[config.mk]
export PLATFORM = sky130hd
export DESIGN_NAME = name_prefix_hash_tag_core
export DESIGN_NICKNAME = d
export VERILOG_FILES = /design/src/rtl/core/nphtag_pkg.sv /design/src/rtl/core/nphtag_front.sv /design/src/rtl/core/nphtag_queue.sv /design/src/rtl/core/nphtag_back.sv /design/src/rtl/core/name_prefix_hash_tag_core.sv
export SDC_FILE = /design/constraint.sdc
export NUM_CORES = 1
export LEC_CHECK = 0
export BUFFER_PORTS_ARGS = -buffer_cell sky130_fd_sc_hd__buf_2
export CAP_MARGIN = 10
export CORE_MARGIN = 4
export CORE_UTILIZATION = 70
export CTS_CLUSTER_SIZE = 10
export DETAILED_ROUTE_END_ITERATION = 7
export PLACE_DENSITY = 0.84
export RECOVER_POWER = 50
export SYNTH_ARGS = -nofsm -noshare
export SYNTH_HDL_FRONTEND = slang
export SYNTH_SLANG_ARGS = --single-unit
[constraint.sdc]
create_clock -name clk -period 10.5 [get_ports clk]
set_clock_uncertainty 0.15 [all_clocks]
set_input_delay 0 -clock clk [delete_from_list [all_inputs] [get_ports clk]]
set_output_delay 0 -clock clk [all_outputs]
set_load 0.02 [all_outputs]
[src/rtl/core/nphtag_pkg.sv]
// Package with shared types, constants and the tag fold function for the name hash tag block.
package nphtag_pkg;

  localparam logic [31:0] FNV_OFFSET_BASIS = 32'd2166136261;
  localparam logic [31:0] FNV_PRIME        = 32'd16777619;
  localparam logic [11:0] TAG_MODULUS      = 12'd4095;
  localparam logic [7:0]  SEPARATOR_RESET  = 8'd35;

  localparam int QDEPTH = 2;
  localparam int QAW    = $clog2(QDEPTH);

  // One classified transaction as it travels from the front to the back.
  typedef struct packed {
    logic [7:0] ch;
    logic       chr_valid;
    logic       is_sep;
    logic       last;
  } nphtag_item_t;

  // Tag = 1 + (value mod 4095). Since 4096 is 1 mod 4095, the 12-bit digits are summed
  // and folded once more, then one conditional subtract finishes the remainder.
  function automatic logic [11:0] nphtag_fold(input logic [31:0] value);
    logic [13:0] s1;
    logic [12:0] s2;
    logic [12:0] rem;
    s1  = {2'b00, value[11:0]} + {2'b00, value[23:12]} + {6'b000000, value[31:24]};
    s2  = {1'b0, s1[11:0]} + {11'b0, s1[13:12]};
    rem = (s2 >= {1'b0, TAG_MODULUS}) ? (s2 - {1'b0, TAG_MODULUS}) : s2;
    return rem[11:0] + 12'd1;
  endfunction

endpackage

[src/rtl/core/nphtag_front.sv]
// Front end: separator register, input acceptance and classification of each character.
module nphtag_front (
  input  logic                       clk,
  input  logic                       rst_n,
  input  logic                       cfg_valid,
  output logic                       cfg_ready,
  input  logic [7:0]                 cfg_separator_byte,
  input  logic                       in_valid,
  output logic                       in_ready,
  input  logic [7:0]                 in_name_byte,
  input  logic                       in_byte_valid,
  input  logic                       in_last_byte,
  input  logic                       q_full,
  output logic                       q_push,
  output nphtag_pkg::nphtag_item_t   q_item
);
  import nphtag_pkg::*;

  logic [7:0] sep_r;
  logic [7:0] sep_nxt;

  assign cfg_ready = 1'b1;
  assign sep_nxt   = (cfg_valid && cfg_ready) ? cfg_separator_byte : sep_r;

  always_ff @(posedge clk) begin
    if (!rst_n) begin
      sep_r <= SEPARATOR_RESET;
    end else begin
      sep_r <= sep_nxt;
    end
  end

  assign in_ready = !q_full;

  // An invalid item that does not end the name changes nothing, so it is dropped here.
  assign q_push = in_valid && in_ready && (in_byte_valid || in_last_byte);

  always_comb begin
    q_item.ch        = in_name_byte;
    q_item.chr_valid = in_byte_valid;
    q_item.is_sep    = in_byte_valid && (in_name_byte == sep_r);
    q_item.last      = in_last_byte;
  end

endmodule

[src/rtl/core/nphtag_queue.sv]
// Short queue of classified items between the front end and the hash back end.
module nphtag_queue (
  input  logic                       clk,
  input  logic                       rst_n,
  input  logic                       push,
  input  nphtag_pkg::nphtag_item_t   push_item,
  output logic                       full,
  input  logic                       pop,
  output logic                       head_valid,
  output nphtag_pkg::nphtag_item_t   head_item
);
  import nphtag_pkg::*;

  nphtag_item_t   mem_r [QDEPTH];
  logic [QAW-1:0] wr_ptr_r;
  logic [QAW-1:0] wr_ptr_nxt;
  logic [QAW-1:0] rd_ptr_r;
  logic [QAW-1:0] rd_ptr_nxt;
  logic [QAW:0]   count_r;
  logic [QAW:0]   count_nxt;
  logic           do_push;
  logic           do_pop;

  assign full       = (count_r == (QAW+1)'(QDEPTH));
  assign head_valid = (count_r != '0);
  assign head_item  = mem_r[rd_ptr_r];
  assign do_push    = push && !full;
  assign do_pop     = pop && head_valid;

  always_comb begin
    wr_ptr_nxt = wr_ptr_r;
    rd_ptr_nxt = rd_ptr_r;
    count_nxt  = count_r;
    if (do_push) begin
      wr_ptr_nxt = (wr_ptr_r == QAW'(QDEPTH - 1)) ? '0 : wr_ptr_r + QAW'(1);
    end
    if (do_pop) begin
      rd_ptr_nxt = (rd_ptr_r == QAW'(QDEPTH - 1)) ? '0 : rd_ptr_r + QAW'(1);
    end
    unique case ({do_push, do_pop})
      2'b10:   count_nxt = count_r + (QAW+1)'(1);
      2'b01:   count_nxt = count_r - (QAW+1)'(1);
      default: count_nxt = count_r;
    endcase
  end

  always_ff @(posedge clk) begin
    if (!rst_n) begin
      wr_ptr_r <= '0;
      rd_ptr_r <= '0;
      count_r  <= '0;
    end else begin
      wr_ptr_r <= wr_ptr_nxt;
      rd_ptr_r <= rd_ptr_nxt;
      count_r  <= count_nxt;
    end
  end

  always_ff @(posedge clk) begin
    if (do_push) begin
      mem_r[wr_ptr_r] <= push_item;
    end
  end

endmodule

[src/rtl/core/nphtag_back.sv]
// Back end: running hash update, prefix capture, tag fold stage and output register.
module nphtag_back (
  input  logic                       clk,
  input  logic                       rst_n,
  input  logic                       head_valid,
  input  nphtag_pkg::nphtag_item_t   head_item,
  output logic                       pop,
  output logic                       out_valid,
  input  logic                       out_ready,
  output logic [11:0]                out_tag
);
  import nphtag_pkg::*;

  logic [31:0] running_r;
  logic [31:0] running_nxt;
  logic [31:0] prefix_r;
  logic [31:0] prefix_nxt;
  logic        seen_r;
  logic        seen_nxt;
  logic        fold_valid_r;
  logic        fold_valid_nxt;
  logic [31:0] fold_val_r;
  logic [31:0] fold_val_nxt;
  logic        out_valid_r;
  logic        out_valid_nxt;
  logic [11:0] out_tag_r;
  logic [11:0] out_tag_nxt;
  logic        fold_adv;
  logic        fold_free;
  logic [31:0] hash_upd;
  logic [31:0] prefix_upd;
  logic        seen_upd;

  assign fold_adv  = fold_valid_r && (!out_valid_r || out_ready);
  assign fold_free = !fold_valid_r || fold_adv;
  assign pop       = head_valid && (!head_item.last || fold_free);

  assign hash_upd   = head_item.chr_valid
                    ? (running_r ^ {24'd0, head_item.ch}) * FNV_PRIME
                    : running_r;
  assign prefix_upd = head_item.is_sep ? running_r : prefix_r;
  assign seen_upd   = seen_r || head_item.is_sep;

  always_comb begin
    running_nxt    = running_r;
    prefix_nxt     = prefix_r;
    seen_nxt       = seen_r;
    fold_valid_nxt = fold_valid_r && !fold_adv;
    fold_val_nxt   = fold_val_r;
    out_valid_nxt  = out_valid_r && !out_ready;
    out_tag_nxt    = out_tag_r;
    if (fold_adv) begin
      out_valid_nxt = 1'b1;
      out_tag_nxt   = nphtag_fold(fold_val_r);
    end
    if (pop) begin
      if (head_item.last) begin
        fold_valid_nxt = 1'b1;
        fold_val_nxt   = seen_upd ? prefix_upd : hash_upd;
        running_nxt    = FNV_OFFSET_BASIS;
        prefix_nxt     = '0;
        seen_nxt       = 1'b0;
      end else begin
        running_nxt = hash_upd;
        prefix_nxt  = prefix_upd;
        seen_nxt    = seen_upd;
      end
    end
  end

  always_ff @(posedge clk) begin
    if (!rst_n) begin
      running_r    <= FNV_OFFSET_BASIS;
      prefix_r     <= '0;
      seen_r       <= 1'b0;
      fold_valid_r <= 1'b0;
      out_valid_r  <= 1'b0;
    end else begin
      running_r    <= running_nxt;
      prefix_r     <= prefix_nxt;
      seen_r       <= seen_nxt;
      fold_valid_r <= fold_valid_nxt;
      out_valid_r  <= out_valid_nxt;
    end
  end

  always_ff @(posedge clk) begin
    fold_val_r <= fold_val_nxt;
    out_tag_r  <= out_tag_nxt;
  end

  assign out_valid = out_valid_r;
  assign out_tag   = out_tag_r;

endmodule

[src/rtl/core/name_prefix_hash_tag_core.sv]
// A last transaction's tag reaches out_tag through the queue, fold and output registers.
// Throughput: one input transaction per cycle while the queue is not full, set by the
// combinational xor and prime multiply that closes the running-hash loop in the back end.
// Reset: synchronous active-low rst_n restores the offset basis, clears the prefix copy and
// the separator flag, empties the queue and pipeline, and loads separator 35 ('#').
module name_prefix_hash_tag_core (
  input  logic        clk,
  input  logic        rst_n,
  input  logic        cfg_valid,
  output logic        cfg_ready,
  input  logic [7:0]  cfg_separator_byte,
  input  logic        in_valid,
  output logic        in_ready,
  input  logic [7:0]  in_name_byte,
  input  logic        in_byte_valid,
  input  logic        in_last_byte,
  output logic        out_valid,
  input  logic        out_ready,
  output logic [11:0] out_tag
);
  import nphtag_pkg::*;

  // Handoff between the front end and the queue, and between the queue and the back end.
  logic         q_full;
  logic         q_push;
  nphtag_item_t q_item;
  logic         q_pop;
  logic         q_head_valid;
  nphtag_item_t q_head_item;

  // The front end holds the separator register and compares each incoming character against
  // it, so the back end only sees a ready-made separator flag. Transactions that are neither
  // a character nor an end-of-name marker are accepted and discarded right here.
  nphtag_front u_front (
    .clk                (clk),
    .rst_n              (rst_n),
    .cfg_valid          (cfg_valid),
    .cfg_ready          (cfg_ready),
    .cfg_separator_byte (cfg_separator_byte),
    .in_valid           (in_valid),
    .in_ready           (in_ready),
    .in_name_byte       (in_name_byte),
    .in_byte_valid      (in_byte_valid),
    .in_last_byte       (in_last_byte),
    .q_full             (q_full),
    .q_push             (q_push),
    .q_item             (q_item)
  );

  // The two-entry queue decouples input acceptance from the back end. Because in_ready only
  // depends on the registered fill level, no combinational path runs from out_ready to
  // in_ready, and a free entry keeps the input moving while a tag waits at the output.
  nphtag_queue u_queue (
    .clk        (clk),
    .rst_n      (rst_n),
    .push       (q_push),
    .push_item  (q_item),
    .full       (q_full),
    .pop        (q_pop),
    .head_valid (q_head_valid),
    .head_item  (q_head_item)
  );

  // The back end folds one character per cycle into the running hash, bar stalls at a name end.
  // On the end of a name it registers the chosen hash (the prefix copy if a separator was seen),
  // resets its name state, and the next stage reduces that value to the 12-bit tag in the output
  // register. A new name can start in the next cycle while the previous tag is being delivered.
  nphtag_back u_back (
    .clk        (clk),
    .rst_n      (rst_n),
    .head_valid (q_head_valid),
    .head_item  (q_head_item),
    .pop        (q_pop),
    .out_valid  (out_valid),
    .out_ready  (out_ready),
    .out_tag    (out_tag)
  );

endmodule

==> results of run 1 <==
==> cells in the mapped netlist (37+ instances only) <==
master,instances,area (µm²)
inv_1,302,1134
o22ai_1,37,231.5
nor2b_1,62,387.9
a22oi_1,47,352.8
fa_1,77,1541
nand2_1,64,240.2
dfxtp_1,80,1602
a21oi_1,74,370.4
xnor2_1,58,508.0
edfxtp_1,66,1982
ha_1,212,2653
o21ai_0,53,265.3
nor2_1,48,180.2
==> critical path: stages (launching register included) <==
cell	delay (ns)
dfxtp_1	0.89
mux2i_1	0.28
xnor2_1	0.69
ha_1	0.36
ha_1	0.35
fa_1	0.58
ha_1	0.14
inv_1	0.05
fa_1	0.53
inv_1	0.04
ha_1	0.27
inv_1	0.05
fa_1	0.53
inv_1	0.04
ha_1	0.34
a21o_1	0.18
a21oi_1	0.27
nand2_1	0.09
a21oi_1	0.18
o311ai_0	0.20
a21oi_1	0.49
o21ba_2	0.25
o21a_1	0.17
o21ai_0	0.11
xnor2_1	0.21
o21ai_0	0.11
==> sequential cells by signal (all words and copies together) (netlist names), named ones only <==
name	cells
u_back.prefix_r	32
u_queue.rd_ptr_r	1
u_back.fold_valid_r	1
u_queue.wr_ptr_r	1
u_queue.count_r	2
u_back.out_tag	12
u_back.running_r	32
u_back.out_valid	1
u_queue.mem_r	22
u_back.seen_r	1
u_front.sep_r	8
u_back.fold_val_r	32
==> through the flow <==
stage / utilization / cell area [µm²] / setup WS (ns) / hold WS, ns / cells
after global placement: 0.7446 / 14110 / 3.129 / 0.05761 / 1748
after floorplan: - / 13690 / 3.768 / -0.05113 / 1483
after global routing: 0.7920 / 15010 / 2.390 / 0.02781 / 1811
final: 0.7920 / 15010 / 2.640 / 0.04668 / 1811
after CTS: 0.7925 / 15020 / 2.804 / 0.02204 / 1810
after detailed placement: 0.7446 / 14110 / 2.927 / 0.06468 / 1748
==> routing by layer <==
metal / track usage / vias up
met3: 0.06652 / 131
met2: 0.5554 / 602
li1: - / 5146
met1: 0.4324 / 5332
met4: 0.1460 / 0
met5: 0 / -
==> layout make-up <==
cell class | count | area, µm² | share of cell area
multi-input cells | 993 | 8810 | 0.5868
flip-flops and latches | 146 | 3583 | 0.2387
inverters | 303 | 1137 | 0.07576
repair buffers | 77 | 549.3 | 0.03659
clock buffers | 17 | 425.4 | 0.02834
well taps | 260 | 325.3 | 0.02167
clock inverters | 15 | 182.7 | 0.01217
==> path summary, 6_finish.rpt <==
kind / endpoint / start / cells past startpoint / slack (ns)
setup reg to reg: u_back.fold_val_r[24] / register / 25 / 2.64
hold reg to reg: u_back.out_valid / u_back.fold_valid_r / 1 / 0.34
hold / removal: u_front.sep_r[5] / rst_n / 3 / 0.05
setup / recovery: u_back.fold_val_r[24] / register / 25 / 2.64
==> logic make-up (layout without fill, tap and decap cells) <==
group | Yosys count | count (layout) | share of synthesized area
buffers and inverters | 344 | 412 | 0.09523
AO/OA/AOI/OAI | 320 | 320 | 0.1537
adder cells (fa/ha/maj) | 289 | 289 | 0.3063
AND/OR/NAND/NOR | 268 | 268 | 0.1033
flip-flops | 146 | 146 | 0.2617
XOR/XNOR | 83 | 83 | 0.05465
multiplexers | 32 | 32 | 0.02477
other | 1 | 1 | 0.0002739
==> key figures, run 1 <==
Die
  – Row count: 50
  – Die width: 147.9 µm
  – Starting density of the core: 0.7222
  – Die Y: 147.9 µm
  – Die area: 0.02186 mm²
  – I/O Pins: 38
  – Core box area: 0.01896 mm²

GRT
  – Initial antenna violation count: 0
  – Vias in the first global route: 11.12k
  – First-pass GRT wire length: 58150 µm
  – Pin count of the biggest net entering global routing: 71
  – Global route total overflow: 0
  – All-layer global routing usage: 0.3362

Route
  – Met2 routed WL: 17300 µm
  – Met3 wire length: 3091 µm
  – Wirelength per Cell: 20.09 µm
  – Top layer in use: met4
  – Detailed Routing Iterations Pass 1: 6
  – Detailed-route DRC error count: 0
  – Via count: 11.21k
  – Iteration-0 DRC Markers: 1104
  – Via/cell ratio: 6.191
  – Detail Route Antenna Nets: 0
  – DRT met1 WL: 14350 µm
  – Final WL: 36380 µm

Yosys
  – Post-Synthesis Cells: 1483
  – Cell area after synthesis: 0.01369 mm²
  – Syn nets: 1795
  – Post-synth EDFFs: 66
  – Yosys warnings: 0
  – Sequential area share after synthesis: 0.2617
  – Synthesized area per cell: 9.232 µm²
  – Dominant synthesized flop cell: dfxtp_1
  – Netlist cell types: 84
  – Seq cells post-synth: 146
  – Async S/R FF share, synth: 0

Timing
  – Final setup TNS: 0 ns
  – F_max: 0.1272 GHz
  – Minimum clock period: 7.860 ns
  – Final Cycle Share: 0.7486
  – Worst rel slew slack: -0.07778
  – Max-slew violations: 78
  – Worst-Margin Slew: 1.617 ns
  – RSZ-0062 raised after global routing: no
  – Final setup vio count: 0
  – Final hold vios: 0

Finish
  – # diodes: 0
  – Share of cells above drive strength 1: 0.05287
  – Fill cells: 1235
  – Commonest cells after routing, fill and taps aside: inv_1 (302), ha_1 (212), dfxtp_1 (80)
  – Commonest non-fill, non-tap cell in the layout: inv_1
  – # nets final: 1850
  – P&R area growth vs syn: 9.660%

Critical path
  – Worst path arrival time: 7.87 ns
  – Type of destination of the critical path: register
  – Setup CP Type: register to register
  – CP Launch Type: register
  – CP Max Fanout: 14
  – Req. time, crit path: 10.51 ns

Clock network
  – Clock latency on the worst-skew pair: 0.43 ns
  – CTS Buffer Depth: 2
  – Post-CTS sizing: 0
  – CTS tree: yes
  – Cts bufs inserted: 17
  – Clock-pin transition on the worst setup and hold timing paths: 0.08 ns
  – Clock Sink Count: 146
  – Setup Buffers After CTS: 0
  – CTS H-tree depth: 4
  – CTS Hold Bufs: 30
  – Clock root cell: clkbuf_16

Hold path
  – Hold WC Path Type: primary input to register

Flow run
  – MaxCap Viol Count: 2

Placement
  – GPL Wtd Cong: 0.9820
  – DP HPWL: 25780 µm
  – Port bufs: 36

Outcome
  – Failing checks: capacitance limit, slew limit
  – Status: finished with violations
Power of run 1 is not shown: default switching activity piles up to over one toggle a cycle in this logic, so the estimate is an artifact.
==> run 2: changes to the inputs <==
Settings changed: CORE_UTILIZATION 70 to 65, PLACE_DENSITY 0.84 to 0.79.
Clock period 10.5 ns to 7.7 ns, I/O delays scaled along.
==> key figures, run 2 (synthesis results as in run 1) <==
Outcome
  – Status: finished with violations
  – Failing checks: capacitance limit, slew limit

Finish
  – Largest registers: u_back.fold_val_r: 32 flops, u_back.prefix_r: 32 flops, u_back.running_r: 32 flops
  – Commonest cells after routing, fill and taps aside: inv_1 (302), ha_1 (212), dfxtp_1 (80)
  – Post-route design area: 0.01497 mm² (-0.26%)
  – P&R area growth vs syn: 9.377%
  – Commonest non-fill, non-tap cell in the layout: inv_1
  – # nets final: 1850 (unchanged)
  – # diodes: 0 (unchanged)
  – Share of cells above drive strength 1: 0.05290 (about the same)

Clock network
  – CTS tree: yes
  – Clock Sink Count: 146 (unchanged)
  – Clock root cell: clkbuf_16
  – Clock latency on the worst-skew pair: 0.43 ns (about the same)
  – CTS H-tree depth: 4 (unchanged)
  – Clock-pin transition on the worst setup and hold timing paths: 0.06 ns (-0.02 ns)
  – Cts bufs inserted: 17 (unchanged)
  – CTS Buffer Depth: 2 (unchanged)

GRT
  – First-pass GRT wire length: 56100 µm (-3.5%)
  – Initial antenna violation count: 0 (unchanged)
  – Pin count of the biggest net entering global routing: 71 (unchanged)
  – All-layer global routing usage: 0.2975 (-0.03865)
  – Vias in the first global route: 10.85k (-2.4%)
  – Global route total overflow: 0 (unchanged)

Critical path
  – Setup CP Type: register to register
  – Worst path arrival time: 7.21 ns (-0.66 ns)
  – CP Max Fanout: 12 (-2)
  – Type of destination of the critical path: register
  – CP Launch Type: register
  – Most used cell, CP: ha_1
  – Req. time, crit path: 7.73 ns (-2.78 ns)
  – CP max stage delay: 0.53 ns (-0.36 ns)
  – Stages on worst setup path: 26 (+4.0%)
  – R2R depth: 26 (+4.0%)
  – Worst path bufs/invs: 5 (+1)
  – CP top delay family: adder cells
  – Slowest library cell on the worst path: fa_1

Die
  – Row count: 52 (+4.0%)
  – Die Y: 153.1 µm (+3.6%)
  – I/O Pins: 38 (unchanged)
  – Die area: 0.02345 mm² (+7.3%)
  – Core box area: 0.02049 mm² (+8.1%)
  – Die width: 153.1 µm (+3.6%)
  – Starting density of the core: 0.6680 (-0.05423)

Route
  – Detailed-route DRC error count: 0 (unchanged)
  – Detailed Routing Iterations Pass 1: 6 (unchanged)
  – Iteration-0 DRC Markers: 1030 (-6.7%)
  – Final WL: 34720 µm (-4.6%)
  – Detail Route Antenna Nets: 0 (unchanged)
  – Wirelength per Cell: 19.08 µm (-5.0%)
  – Via/cell ratio: 6.064 (-2.0%)
  – Via count: 11.04k (-1.6%)

Timing
  – F_max: 0.1392 GHz (+9.4%)
  – Max-slew violations: 79 (+1.3%)
  – Hold slack: 0.05759 ns (+0.01091 ns)
  – Minimum clock period: 7.182 ns (-0.6782 ns)
  – Final Cycle Share: 0.9327 (+0.1841)
  – Final setup vio count: 0 (unchanged)
  – Worst rel slew slack: -1.940 (-1.862)
  – Final hold vios: 0 (unchanged)
  – Worst-Margin Slew: 4.364 ns (+2.748 ns)

Placement
  – DP HPWL: 25040 µm (-2.8%)
  – GPL Wtd Cong: 0.9554 (-2.7%)
  – Port bufs: 36 (unchanged)
  – Area after DPL: 0.01414 mm² (+0.18%)

Hold path
  – Hold Startpoint: rst_n
  – Hold Path Depth: 3 (unchanged)
  – Hold WC Path Type: primary input to register

Flow run
  – MaxCap Viol Count: 2 (unchanged)
[run 2: through the flow]
step,setup slack [ns],TNS [ns],cells,utilization
floorplan,0.9683,0,1483,-
global placement,0.6784,0,1758,0.6899
detailed placement,0.4255,0,1758,0.6899
CTS,0.3994,0,1819,0.7314
global route,-0.002645,-0.002645,1820,0.7306
finish,0.5179,0,1820,0.7306
[run 2: worst reg2reg max path, cell delays in order, from the launching register on]
cell	delay (ns)
dfxtp_1	0.40
buf_4	0.26
mux2i_1	0.46
xnor2_1	0.39
ha_1	0.31
ha_1	0.23
fa_1	0.53
ha_1	0.15
inv_1	0.06
fa_1	0.53
inv_1	0.04
ha_1	0.26
inv_1	0.05
fa_1	0.52
inv_1	0.04
ha_1	0.35
a21o_1	0.18
a21oi_1	0.28
nand2_1	0.10
a21oi_1	0.18
o311ai_0	0.19
a21oi_1	0.46
o21ba_2	0.24
o21a_1	0.16
o21ai_0	0.11
xnor2_1	0.20
o21ai_0	0.09
[run 2: what timing repair did]
item,in CTS,in global routing
setup buffers,0,0
hold buffers,30,0
setup endpoints to repair,0,1
gates resized for setup,0,3
endpoints found under the hold margin,33,0
[run 2: final timing paths]
path                                 to  slack [ns]
setup / recovery  u_back.fold_val_r[24]        0.52
hold / removal         u_front.sep_r[5]        0.06
setup reg to reg  u_back.fold_val_r[24]        0.52
hold reg to reg        u_back.out_valid        0.37
[run 2: cell type report]
| class | count | area [µm²] |
|---|---|---|
| Inverter | 303 | 1137 |
| Clock buffer | 19 | 442.9 |
| Clock inverter | 12 | 107.6 |
| Multi-Input combinational cell | 993 | 8836 |
| Sequential cell | 146 | 3583 |
| Timing Repair Buffer | 77 | 529.3 |
| Tap cell | 270 | 337.8 |
| Fill cell | 1473 | 5520 |
[run 2: per-layer routing]
metal	vias up	wire, µm	global-route usage
li1	5145	-	-
met3	106	2537	0.04976
met4	0	1151	0.09504
met2	530	16600	0.5027
met5	-	0	0
met1	5255	14430	0.3921
Power of run 2 is left out for the same reason.
